$ cat src/sv/epp_pkg.sv
// Package: shared widths, pixel codes, overlay constants and register indexes.
package epp_pkg;

    localparam int BYTE_W = 8;
    localparam int COL_W  = 10;
    localparam int CFG_INDEX_W = 3;

    localparam logic [COL_W-1:0] COL_MAX = 10'd1023;

    localparam logic [1:0] PIX_WHITE  = 2'h0;
    localparam logic [1:0] PIX_BLACK  = 2'h1;
    localparam logic [1:0] PIX_RED    = 2'h2;
    localparam logic [1:0] PIX_YELLOW = 2'h3;

    localparam logic signed [7:0] DISC_CX = 8'sd5;
    localparam logic signed [7:0] DISC_CY = 8'sd5;
    localparam logic signed [7:0] DISC_R2 = 8'sd25;
    localparam logic signed [7:0] DISC_INNER_R2 = 8'sd4;
    localparam logic [COL_W-1:0] DISC_COL_LAST = 10'd10;

    localparam logic [CFG_INDEX_W-1:0] CFG_ROW_GROUPS    = 3'd0;
    localparam logic [CFG_INDEX_W-1:0] CFG_TWO_PLANES    = 3'd1;
    localparam logic [CFG_INDEX_W-1:0] CFG_INVERT_BLACK  = 3'd2;
    localparam logic [CFG_INDEX_W-1:0] CFG_INVERT_SECOND = 3'd3;
    localparam logic [CFG_INDEX_W-1:0] CFG_OFFLINE_MARK  = 3'd4;

    localparam logic [BYTE_W-1:0] ROW_GROUPS_RESET = 8'd28;

endpackage

$ cat src/sv/epp_plane_if.sv
// Interface: input channel carrying one plane byte pair per beat.
interface epp_plane_if;
    logic                        valid;
    logic                        ready;
    logic [epp_pkg::BYTE_W-1:0]  black_byte;
    logic [epp_pkg::BYTE_W-1:0]  second_byte;
    logic                        first_of_frame;

    modport source (output valid, output black_byte, output second_byte,
                    output first_of_frame, input ready);
    modport sink   (input valid, input black_byte, input second_byte,
                    input first_of_frame, output ready);
endinterface

$ cat src/sv/epp_pixel_if.sv
// Interface: output channel carrying two packed pixel bytes per beat.
interface epp_pixel_if;
    logic                        valid;
    logic                        ready;
    logic [epp_pkg::BYTE_W-1:0]  high_pixels;
    logic [epp_pkg::BYTE_W-1:0]  low_pixels;

    modport source (output valid, output high_pixels, output low_pixels, input ready);
    modport sink   (input valid, input high_pixels, input low_pixels, output ready);
endinterface

$ cat src/sv/epaper_plane_to_pixel_packer.sv
// Top level: plane byte pair to packed 2-bit pixel codes with offline disc overlay.
// Datapath: an input register, then a result register, between input beat and output beat.
// Throughput: one beat per cycle; the two register stages stall together on output
// backpressure and the input is taken whenever the first stage can move forward.
// Reset: clears stage valid bits and the column and row-group counters, and loads
// the configuration registers with their reset values.
module epaper_plane_to_pixel_packer #(
    parameter int MAX_ROW_GROUPS = 128
) (
    input  logic                              clk,
    input  logic                              rst_n,
    input  logic                              cfg_we,
    input  logic [epp_pkg::CFG_INDEX_W-1:0]   cfg_index,
    input  logic [epp_pkg::BYTE_W-1:0]        cfg_data,
    epp_plane_if.sink                         in_ch,
    epp_pixel_if.source                       out_ch
);

    localparam int EFF_MAX = (MAX_ROW_GROUPS > 255) ? 255 : MAX_ROW_GROUPS;
    localparam int RG_W    = (EFF_MAX > 1) ? $clog2(EFF_MAX) : 1;
    localparam logic [epp_pkg::BYTE_W-1:0] EFF_MAX_B = epp_pkg::BYTE_W'(EFF_MAX);

    logic [epp_pkg::BYTE_W-1:0] row_groups_reg;
    logic                       two_planes_reg;
    logic                       invert_black_reg;
    logic                       invert_second_reg;
    logic                       offline_mark_reg;

    logic [epp_pkg::COL_W-1:0]  col_reg, col_next;
    logic [RG_W-1:0]            rg_reg, rg_next;

    logic                       s1_valid_reg;
    logic [epp_pkg::BYTE_W-1:0] s1_black_reg;
    logic [epp_pkg::BYTE_W-1:0] s1_second_reg;
    logic [epp_pkg::COL_W-1:0]  s1_col_reg;
    logic [RG_W-1:0]            s1_rg_reg;

    logic                       out_valid_reg;
    logic [epp_pkg::BYTE_W-1:0] high_reg, high_next;
    logic [epp_pkg::BYTE_W-1:0] low_reg, low_next;

    logic                       s2_load;
    logic                       s1_load;
    logic                       in_fire;
    logic [epp_pkg::COL_W-1:0]  col_base;
    logic [RG_W-1:0]            rg_base;
    logic [epp_pkg::BYTE_W-1:0] eff_groups;

    assign s2_load = s1_valid_reg && (!out_valid_reg || out_ch.ready);
    assign s1_load = !s1_valid_reg || s2_load;
    assign in_ch.ready = s1_load;
    assign in_fire = in_ch.valid && s1_load;

    assign out_ch.valid       = out_valid_reg;
    assign out_ch.high_pixels = high_reg;
    assign out_ch.low_pixels  = low_reg;

    always_ff @(posedge clk or negedge rst_n)
    begin
        if (!rst_n)
        begin
            row_groups_reg    <= epp_pkg::ROW_GROUPS_RESET;
            two_planes_reg    <= 1'b0;
            invert_black_reg  <= 1'b1;
            invert_second_reg <= 1'b0;
            offline_mark_reg  <= 1'b0;
        end
        else if (cfg_we)
        begin
            case (cfg_index)
                epp_pkg::CFG_ROW_GROUPS:    row_groups_reg    <= cfg_data;
                epp_pkg::CFG_TWO_PLANES:    two_planes_reg    <= cfg_data[0];
                epp_pkg::CFG_INVERT_BLACK:  invert_black_reg  <= cfg_data[0];
                epp_pkg::CFG_INVERT_SECOND: invert_second_reg <= cfg_data[0];
                epp_pkg::CFG_OFFLINE_MARK:  offline_mark_reg  <= cfg_data[0];
                default:                    ;
            endcase
        end
    end

    always_comb
    begin
        if (row_groups_reg == '0)
            eff_groups = 8'd1;
        else if (row_groups_reg > EFF_MAX_B)
            eff_groups = EFF_MAX_B;
        else
            eff_groups = row_groups_reg;

        col_base = in_ch.first_of_frame ? '0 : col_reg;
        rg_base  = in_ch.first_of_frame ? '0 : rg_reg;

        if ((9'(rg_base) + 9'd1) >= {1'b0, eff_groups})
        begin
            rg_next  = '0;
            col_next = (col_base < epp_pkg::COL_MAX) ? col_base + 1'b1 : col_base;
        end
        else
        begin
            rg_next  = rg_base + 1'b1;
            col_next = col_base;
        end
    end

    always_ff @(posedge clk or negedge rst_n)
    begin
        if (!rst_n)
        begin
            col_reg      <= '0;
            rg_reg       <= '0;
            s1_valid_reg <= 1'b0;
        end
        else
        begin
            if (in_fire)
            begin
                col_reg <= col_next;
                rg_reg  <= rg_next;
            end
            if (s1_load)
                s1_valid_reg <= in_ch.valid;
        end
    end

    always_ff @(posedge clk)
    begin
        if (in_fire)
        begin
            s1_black_reg  <= in_ch.black_byte;
            s1_second_reg <= two_planes_reg ? in_ch.second_byte : '0;
            s1_col_reg    <= col_base;
            s1_rg_reg     <= rg_base;
        end
    end

    always_comb
    begin
        logic [epp_pkg::BYTE_W-1:0] bw;
        logic [epp_pkg::BYTE_W-1:0] sc;
        logic signed [7:0]          dx;
        logic signed [7:0]          dy;
        logic signed [7:0]          d2;
        logic [3:0]                 row;
        logic                       near;
        logic [1:0]                 px;

        bw = s1_black_reg;
        sc = s1_second_reg;
        near = (s1_col_reg <= epp_pkg::DISC_COL_LAST) && (s1_rg_reg <= RG_W'(1));
        dx = $signed({4'b0000, s1_col_reg[3:0]}) - epp_pkg::DISC_CX;
        high_next = '0;
        low_next  = '0;

        for (int i = 0; i < 8; i++)
        begin
            row = {s1_rg_reg[0], 3'(7 - i)};
            dy = $signed({4'b0000, row}) - epp_pkg::DISC_CY;
            d2 = dx * dx + dy * dy;
            if (offline_mark_reg && near && (d2 <= epp_pkg::DISC_R2))
            begin
                bw[i] = 1'b0;
                sc[i] = (d2 > epp_pkg::DISC_INNER_R2);
            end
        end

        if (invert_black_reg)
            bw = ~bw;
        if (two_planes_reg && invert_second_reg)
            sc = ~sc;

        for (int i = 0; i < 8; i++)
        begin
            if (sc[i])
                px = bw[i] ? epp_pkg::PIX_YELLOW : epp_pkg::PIX_RED;
            else
                px = bw[i] ? epp_pkg::PIX_BLACK : epp_pkg::PIX_WHITE;
            if (i >= 4)
                high_next[(i - 4) * 2 +: 2] = px;
            else
                low_next[i * 2 +: 2] = px;
        end
    end

    always_ff @(posedge clk or negedge rst_n)
    begin
        if (!rst_n)
            out_valid_reg <= 1'b0;
        else if (!out_valid_reg || out_ch.ready)
            out_valid_reg <= s1_valid_reg;
    end

    always_ff @(posedge clk)
    begin
        if (s2_load)
        begin
            high_reg <= high_next;
            low_reg  <= low_next;
        end
    end

    a_frame_restart: assert property (@(posedge clk) disable iff (!rst_n)
        in_fire && in_ch.first_of_frame |=> s1_col_reg == '0 && s1_rg_reg == '0)
        else $error("frame start did not restart the byte position");

    a_col_saturate: assert property (@(posedge clk) disable iff (!rst_n)
        col_reg == epp_pkg::COL_MAX && !(in_fire && in_ch.first_of_frame)
        |=> col_reg == epp_pkg::COL_MAX)
        else $error("column counter left saturation");

    a_stage_hold: assert property (@(posedge clk) disable iff (!rst_n)
        s1_valid_reg && !s2_load |=> s1_valid_reg)
        else $error("stalled beat dropped from input stage");

    a_counters_move: assert property (@(posedge clk) disable iff (!rst_n)
        !in_fire |=> $stable(col_reg) && $stable(rg_reg))
        else $error("position counters moved without an input beat");

endmodule
$ cat src/flat_wrapper.sv
// flat-port wrapper written by rule: the top's interface ports become plain ports
module epaper_plane_to_pixel_packer_flat 
#(
    parameter int MAX_ROW_GROUPS = 128
)
  (clk, rst_n, cfg_we, cfg_index, cfg_data, in_ch_valid, in_ch_black_byte, in_ch_second_byte, in_ch_first_of_frame, in_ch_ready, out_ch_valid, out_ch_high_pixels, out_ch_low_pixels, out_ch_ready);
  epp_plane_if in_ch_i ();
  epp_pixel_if out_ch_i ();
  input  logic clk;
  input  logic rst_n;
  input  logic cfg_we;
  input  logic [epp_pkg::CFG_INDEX_W-1:0] cfg_index;
  input  logic [epp_pkg::BYTE_W-1:0] cfg_data;
  input wire logic [$bits(in_ch_i.valid)-1:0] in_ch_valid;
  input wire logic [$bits(in_ch_i.black_byte)-1:0] in_ch_black_byte;
  input wire logic [$bits(in_ch_i.second_byte)-1:0] in_ch_second_byte;
  input wire logic [$bits(in_ch_i.first_of_frame)-1:0] in_ch_first_of_frame;
  output wire logic [$bits(in_ch_i.ready)-1:0] in_ch_ready;
  output wire logic [$bits(out_ch_i.valid)-1:0] out_ch_valid;
  output wire logic [$bits(out_ch_i.high_pixels)-1:0] out_ch_high_pixels;
  output wire logic [$bits(out_ch_i.low_pixels)-1:0] out_ch_low_pixels;
  input wire logic [$bits(out_ch_i.ready)-1:0] out_ch_ready;
  assign in_ch_i.valid = in_ch_valid;
  assign in_ch_i.black_byte = in_ch_black_byte;
  assign in_ch_i.second_byte = in_ch_second_byte;
  assign in_ch_i.first_of_frame = in_ch_first_of_frame;
  assign in_ch_ready = in_ch_i.ready;
  assign out_ch_valid = out_ch_i.valid;
  assign out_ch_high_pixels = out_ch_i.high_pixels;
  assign out_ch_low_pixels = out_ch_i.low_pixels;
  assign out_ch_i.ready = out_ch_ready;
  epaper_plane_to_pixel_packer #(.MAX_ROW_GROUPS(MAX_ROW_GROUPS)) u_core (.clk(clk), .rst_n(rst_n), .cfg_we(cfg_we), .cfg_index(cfg_index), .cfg_data(cfg_data), .in_ch(in_ch_i), .out_ch(out_ch_i));
endmodule
$ cat config.mk
export PLATFORM = sky130hd
export DESIGN_NAME = epaper_plane_to_pixel_packer_flat
export DESIGN_NICKNAME = d
export VERILOG_FILES = /design/src/sv/epp_pkg.sv /design/src/sv/epp_plane_if.sv /design/src/sv/epp_pixel_if.sv /design/src/sv/epaper_plane_to_pixel_packer.sv /design/src/flat_wrapper.sv
export SDC_FILE = /design/constraint.sdc
export NUM_CORES = 1
export LEC_CHECK = 0
export BUFFER_PORTS_ARGS = -buffer_cell sky130_fd_sc_hd__buf_2
export CORE_UTILIZATION = 53
export CTS_BUF_LIST = sky130_fd_sc_hd__clkbuf_8
export CTS_CLUSTER_SIZE = 28
export DETAILED_ROUTE_END_ITERATION = 10
export HOLD_SLACK_MARGIN = 0.15
export PLACE_DENSITY_LB_ADDON = 0.1
export SYNTH_ARGS = -nofsm -noshare
export SYNTH_HDL_FRONTEND = slang
export SYNTH_SLANG_ARGS = --single-unit
$ cat constraint.sdc
create_clock -name clk -period 12.85 [get_ports clk]
set_clock_uncertainty 0.1 [all_clocks]
set_input_delay 1.285 -clock clk [delete_from_list [all_inputs] [get_ports clk]]
set_output_delay 1.285 -clock clk [all_outputs]
set_load 0.01 [all_outputs]
---- Word level (Yosys, flattened, before mapping) ----
Index checks and enable logic that the tools add are counted.
storage, ports and cells
  flip-flop bits (word level) ............. 80
  logic and storage cells ................. 144
cells by class
  order comparisons ....................... 21
  equality and inequality tests ........... 4
  reductions and logical operators ........ 24
  $mul .................................... 9
  multiplexer cells ....................... 49
  add/subtract/negate cells ............... 20
  bitwise logic cells ..................... 2
operators with widths
  operator                                                                 number
  8-bit by 8-bit multiplier with 8-bit output                              9
  8-bit adder                                                              8
  8-bit by 4-bit > comparator with 1-bit output (second input constant)    8
  8-bit by 6-bit <= comparator with 1-bit output (second input constant)   8
  4-bit by 3-bit subtractor with 5-bit output (second input constant)      9
  1-bit two-way mux                                                        32
  8-bit two-way mux                                                        4
  10-bit two-way mux                                                       3
  2-bit two-way mux                                                        8
  8-bit inverter                                                           2
  7-bit two-way mux                                                        2
  1-bit logical AND                                                        13
  10-bit by 1-bit adder with 10-bit output (second input constant)         1
  10-bit by 4-bit <= comparator with 1-bit output (second input constant)  1
  10-bit less-than comparator (second input constant)                      1
  2-bit AND reduction                                                      5
  9-bit by 8-bit >= comparator with 1-bit output                           1
  7-bit by 1-bit adder with 8-bit output (second input constant)           1
  8-bit > comparator (second input constant)                               1
  8-bit logical NOT                                                        1
  7-bit by 1-bit adder with 7-bit output (second input constant)           1
  7-bit by 1-bit <= comparator with 1-bit output (second input constant)   1
  3-bit by 2-bit equality test with 1-bit output (second input constant)   2
  3-bit by 1-bit equality test with 1-bit output (second input constant)   1
  4 further kinds                                                          6

---- Depth between registers and ports, before layout ----
  depth after elaboration ................. 10
  gate-level depth with buffers ........... 28
  depth with buffers taken out ............ 27

---- Worst setup path before layout ----
OpenSTA, ideal clock, no wires.
  path kind ............................... register to register
  from .................................... reg u_core.s1_col_reg[0] (netlist bit)
  to ...................................... reg u_core.low_reg (netlist bit u_core.out_ch.low_pixels[7]), data pin
  path slack .............................. 5.928 ns
  buffers on the path ..................... 1
  arrival ................................. 6.535 ns
  stages on the path, launching flop included .. 27
  required time ........................... 12.463 ns
  cells stage by stage .................... edfxtp_1 clkbuf_1 inv_1 ha_1 inv_1 a21oi_1 nand2_1 fa_1 inv_1 fa_1 fa_1 fa_1 ha_1 inv_1 ha_1 inv_1 fa_1 inv_1 ha_1 fa_1 xor2_1 a311oi_1 a31oi_1 nor3_1 o21ai_0 o2111ai_1 a2111oi_2
on the way
  cells in the longest elaborated chain, start to end .. 9
ends and longest elaborated chain
  element                                         RTL line                             RTL
  from (decl)                                     epaper_plane_to_pixel_packer.sv:35   logic [epp_pkg::COL_W-1:0] s1_col_reg;
  from (signal assigned)                          epaper_plane_to_pixel_packer.sv:131  s1_col_reg <= col_base;
  4-bit by 3-bit subtractor with 5-bit output     epaper_plane_to_pixel_packer.sv:150  dx = $signed({4'b0000, s1_col_reg[3:0]}) - epp_pkg::DISC_CX;
  8-bit by 8-bit multiplier with 8-bit output     epaper_plane_to_pixel_packer.sv:158  d2 = dx * dx + dy * dy;
  8-bit adder                                     epaper_plane_to_pixel_packer.sv:158
  8-bit by 6-bit <= comparator with 1-bit output  epaper_plane_to_pixel_packer.sv:159  if (offline_mark_reg && near && (d2 <= epp_pkg::DISC_R2))
  1-bit logical AND                               epaper_plane_to_pixel_packer.sv:159
  1-bit two-way mux (*)                           epaper_plane_to_pixel_packer.sv:159
  8-bit inverter                                  epaper_plane_to_pixel_packer.sv:169  sc = ~sc;
  8-bit two-way mux (*)                           epaper_plane_to_pixel_packer.sv:168  if (two_planes_reg && invert_second_reg)
  2-bit two-way mux (*)                           epaper_plane_to_pixel_packer.sv:173  if (sc[i])
  named net u_core.low_next, one bit              epaper_plane_to_pixel_packer.sv:40   logic [epp_pkg::BYTE_W-1:0] low_reg, low_next;
  to (signal assigned)                            epaper_plane_to_pixel_packer.sv:197  low_reg <= low_next;
  to (decl)                                       epaper_plane_to_pixel_packer.sv:40
Mark *: on every way through the listed nets, which the timed path passes. The rest lies on a longest branch.
A chain may end at the register's enable or synchronous reset.

---- Worst setup path in the final report ----
Same ends and word-level chain as after synthesis.

==> out/metrics.yaml <==
post-route-period-util: 0.5892
die_h_microns: 108.6
yosys.cell_types.count: 57
crit_start: "u_core.s1_col_reg[0]"
required_ns: 12.81
grt.total_usage: 0.2213
ios: 51
detail_route.first_pass.iterations: 5
cap_violations: 0
crit_path_end_kind: "flop"
layout-drive-gt1-share: 0.1460
setup_tns_ns: 0
grt_pass1_vias: 4292
nets: 750
worstPathArrival_ns: 7.53
syn_inst: 573
drc_errors: 0
h-tree-depth: 3
rsz0062_at_grt: "false"
synthArstFlopShare: 0.3875
drv_slew: 0
ant_nets: 0
n_antenna_cell: 0
synth_ff_type: "edfxtp_1"
hold_class: "reg -> reg"
die-area_sq_um: 11800
yosysTopAreaCellShare: 0.2443
synth_edf_count: 49
cts.clk_slew.worst_paths_ns: 0.08
fill_cells: 936
die_w_microns: 108.6
start_util: 0.5508
grt_use_met2: 0.3942
met3_usage: 0.04039
grt_first_pass_wirelength_microns: 19980
synth.area.top_cells: "edfxtp_1 24%, ha_1 14%, dfrtp_1 11%, fa_1 7.6%, xor2_1 4.1%"
synth_top_area_cell: "edfxtp_1"
yosys_warnings: 0
reg2reg_setup_slack_ns: 5.28
crit_path_end: "u_core.out_ch.low_pixels[7]"
numPortBuffers: 50
grt_use_met1: 0.2696
vias: 4157
maxSlewHeadroom: 0.1933
gp_congestion: 0.9060
post-cts-setup-buffer-count: 0
cts_resized: 0
crit_fanout: 13
wl_per_cell_microns: 15.56
core_sq_um: 10940
fmax_ghz: 0.1321
setup_viol: 0
ff2ff_path_depth: 26
status: "finished clean"
fin_util: 0.6069
crit_type: "reg -> reg"
first_iter_violations: 136
seq_area_frac_synth: 0.3739
r2r_end: "u_core.out_ch.low_pixels[7]"
dp_hpwl_microns: 9326
std_cell_rows: 38
cp-start-kind: "flop"
synth.avg_cell_area_sq_um: 10.51
syn_area_sq_um: 6023
synth-seq-cells: 80
final-hold-violation-count: 0
fin_crit_ns: 7.572
rr_startpoint: "u_core.s1_col_reg[0]"
cts_hold_buf: 0
clock_sinks: 80
worstMarginPinSlew_ns: 1.202
tritoncts: "yes"
antenna_found_initial: 0
wl_microns: 11990
clock-root-buffer: "clkbuf_8"
clk_path_buf_depth: 2
via_per_inst: 5.399
top_usage_layer: "met2"
cts_buffers: 9
grt_start_max_net_pins: 40
clk_latency_ns: 0.34
grt_overflow: 0
syn2layout_area_growth_pct: 10.18
-- per-layer routing --
| layer | vias up | share of wire |
|---|---|---|
| li1 | 2069 | - |
| met1 | 1994 | 0.44 |
| met2 | 76 | 0.51 |
| met3 | 18 | 0.027 |
| met4 | 0 | 0.023 |
| met5 | - | 0 |
-- cells by family (layout without fill, tap and decap cells) --
kind of cell | after synthesis | after routing | share of synthesized area
adder cells (fa/ha/maj) | 92 | 92 | 0.2198
AO/OA/AOI/OAI | 79 | 79 | 0.08371
flip-flops | 80 | 80 | 0.3739
buffers and inverters | 75 | 131 | 0.04674
other | 1 | 2 | 0.0006226
XOR/XNOR | 62 | 62 | 0.1057
AND/OR/NAND/NOR | 173 | 173 | 0.1489
multiplexers | 11 | 11 | 0.02057
-- worst max-delay path, stage by stage (launching register included) --
cell and delay, ns:
edfxtp_1 0.57, inv_1 0.22, ha_1 0.22, inv_1 0.05, a21oi_1 0.35, nand2_1 0.14, fa_1 0.52, inv_1 0.06
fa_1 0.57, fa_1 0.48, ha_1 0.31, a21o_1 0.18, a21oi_1 0.17, xor2_1 0.34, inv_1 0.15, ha_1 0.36
xnor2_1 0.25, xor2_1 0.19, ha_1 0.25, ha_1 0.33, xor2_1 0.18, a311oi_1 0.38, a31oi_1 0.21, nor3_1 0.26
o21ai_0 0.13, o2111ai_1 0.22, a2111oi_2 0.08
-- placed cells by master (no fill, tap or decap), drive strengths merged, types with 3 or more instances in the layout --
master / count
nor3: 9
inv: 63
dfrtp: 27
xor2: 29
a21o: 9
nor2b: 19
edfxtp: 49
o21a: 3
nand3: 12
a21oi: 25
nand3b: 3
nand2: 51
nor4: 4
dfstp: 4
clkbuf: 9
a31oi: 5
nor2: 24
fa: 23
xnor2: 27
clkinv: 5
mux2: 11
or2: 4
xnor3: 4
and2: 12
and3: 9
ha: 69
a211oi: 3
nand4: 6
buf: 52
nand2b: 10
o21ai: 18
-- metrics by stage --
stage	hold slack (ns)	instance area (sq um)	cells	setup WS, ns
after global routing	0.4248	6636	770	4.620
final	0.3807	6636	770	5.278
after CTS	0.3839	6636	770	5.228
after detailed placement	0.3745	6422	754	5.258
after global placement	0.3579	6422	754	5.552
after floorplan	0.3490	6027	574	5.928
-- layout make-up --
class | count | area (sq um) | share of cell area
multi-input cells | 419 | 3493 | 0.5264
flip-flops and latches | 80 | 2252 | 0.3394
repair buffers | 52 | 265.3 | 0.03997
inverters | 63 | 236.5 | 0.03563
well taps | 140 | 175.2 | 0.02640
clock buffers | 9 | 123.9 | 0.01867
clock inverters | 7 | 90.09 | 0.01357
-- worst min-delay path by stage --
stage | from | endpoint | slack (ns) | depth (start not counted)
finish | u_core.s1_valid_reg | u_core.out_ch.valid | 0.38 | 1
global route | u_core.s1_valid_reg | u_core.out_ch.valid | 0.42 | 1
CTS | u_core.s1_valid_reg | u_core.out_ch.valid | 0.38 | 1
detailed placement | u_core.s1_valid_reg | u_core.out_ch.valid | 0.37 | 1
global placement | u_core.s1_valid_reg | u_core.out_ch.valid | 0.36 | 1
floorplan | u_core.s1_valid_reg | u_core.out_ch.valid | 0.35 | 1
-- synth_stat cells (2+ instances only) --
library cell / instances
mux2_2: 11
nor3_1: 9
and2_1: 12
o2111ai_1: 2
a31oi_1: 5
o21a_1: 3
xnor3_1: 3
and4_1: 2
and3_1: 9
or2_2: 4
fa_1: 23
dfstp_2: 4
xor3_1: 2
ha_1: 69
a21o_1: 9
nor4_1: 4
nand3b_1: 3
edfxtp_1: 49
nand4_1: 6
o41ai_1: 2
xnor2_1: 27
a21oi_1: 25
nand2_1: 51
nand2b_1: 10
nor4b_1: 2
a211oi_1: 3
clkbuf_1: 11
clkinv_1: 2
nor2b_1: 19
nand3_1: 12
o211ai_1: 2
inv_1: 61
o21ai_0: 17
nor2_1: 24
xor2_1: 28
dfrtp_1: 27
Power is left out: the tool's default activity adds up to more than one toggle a clock period on the data nets, which glitch-free logic cannot reach.
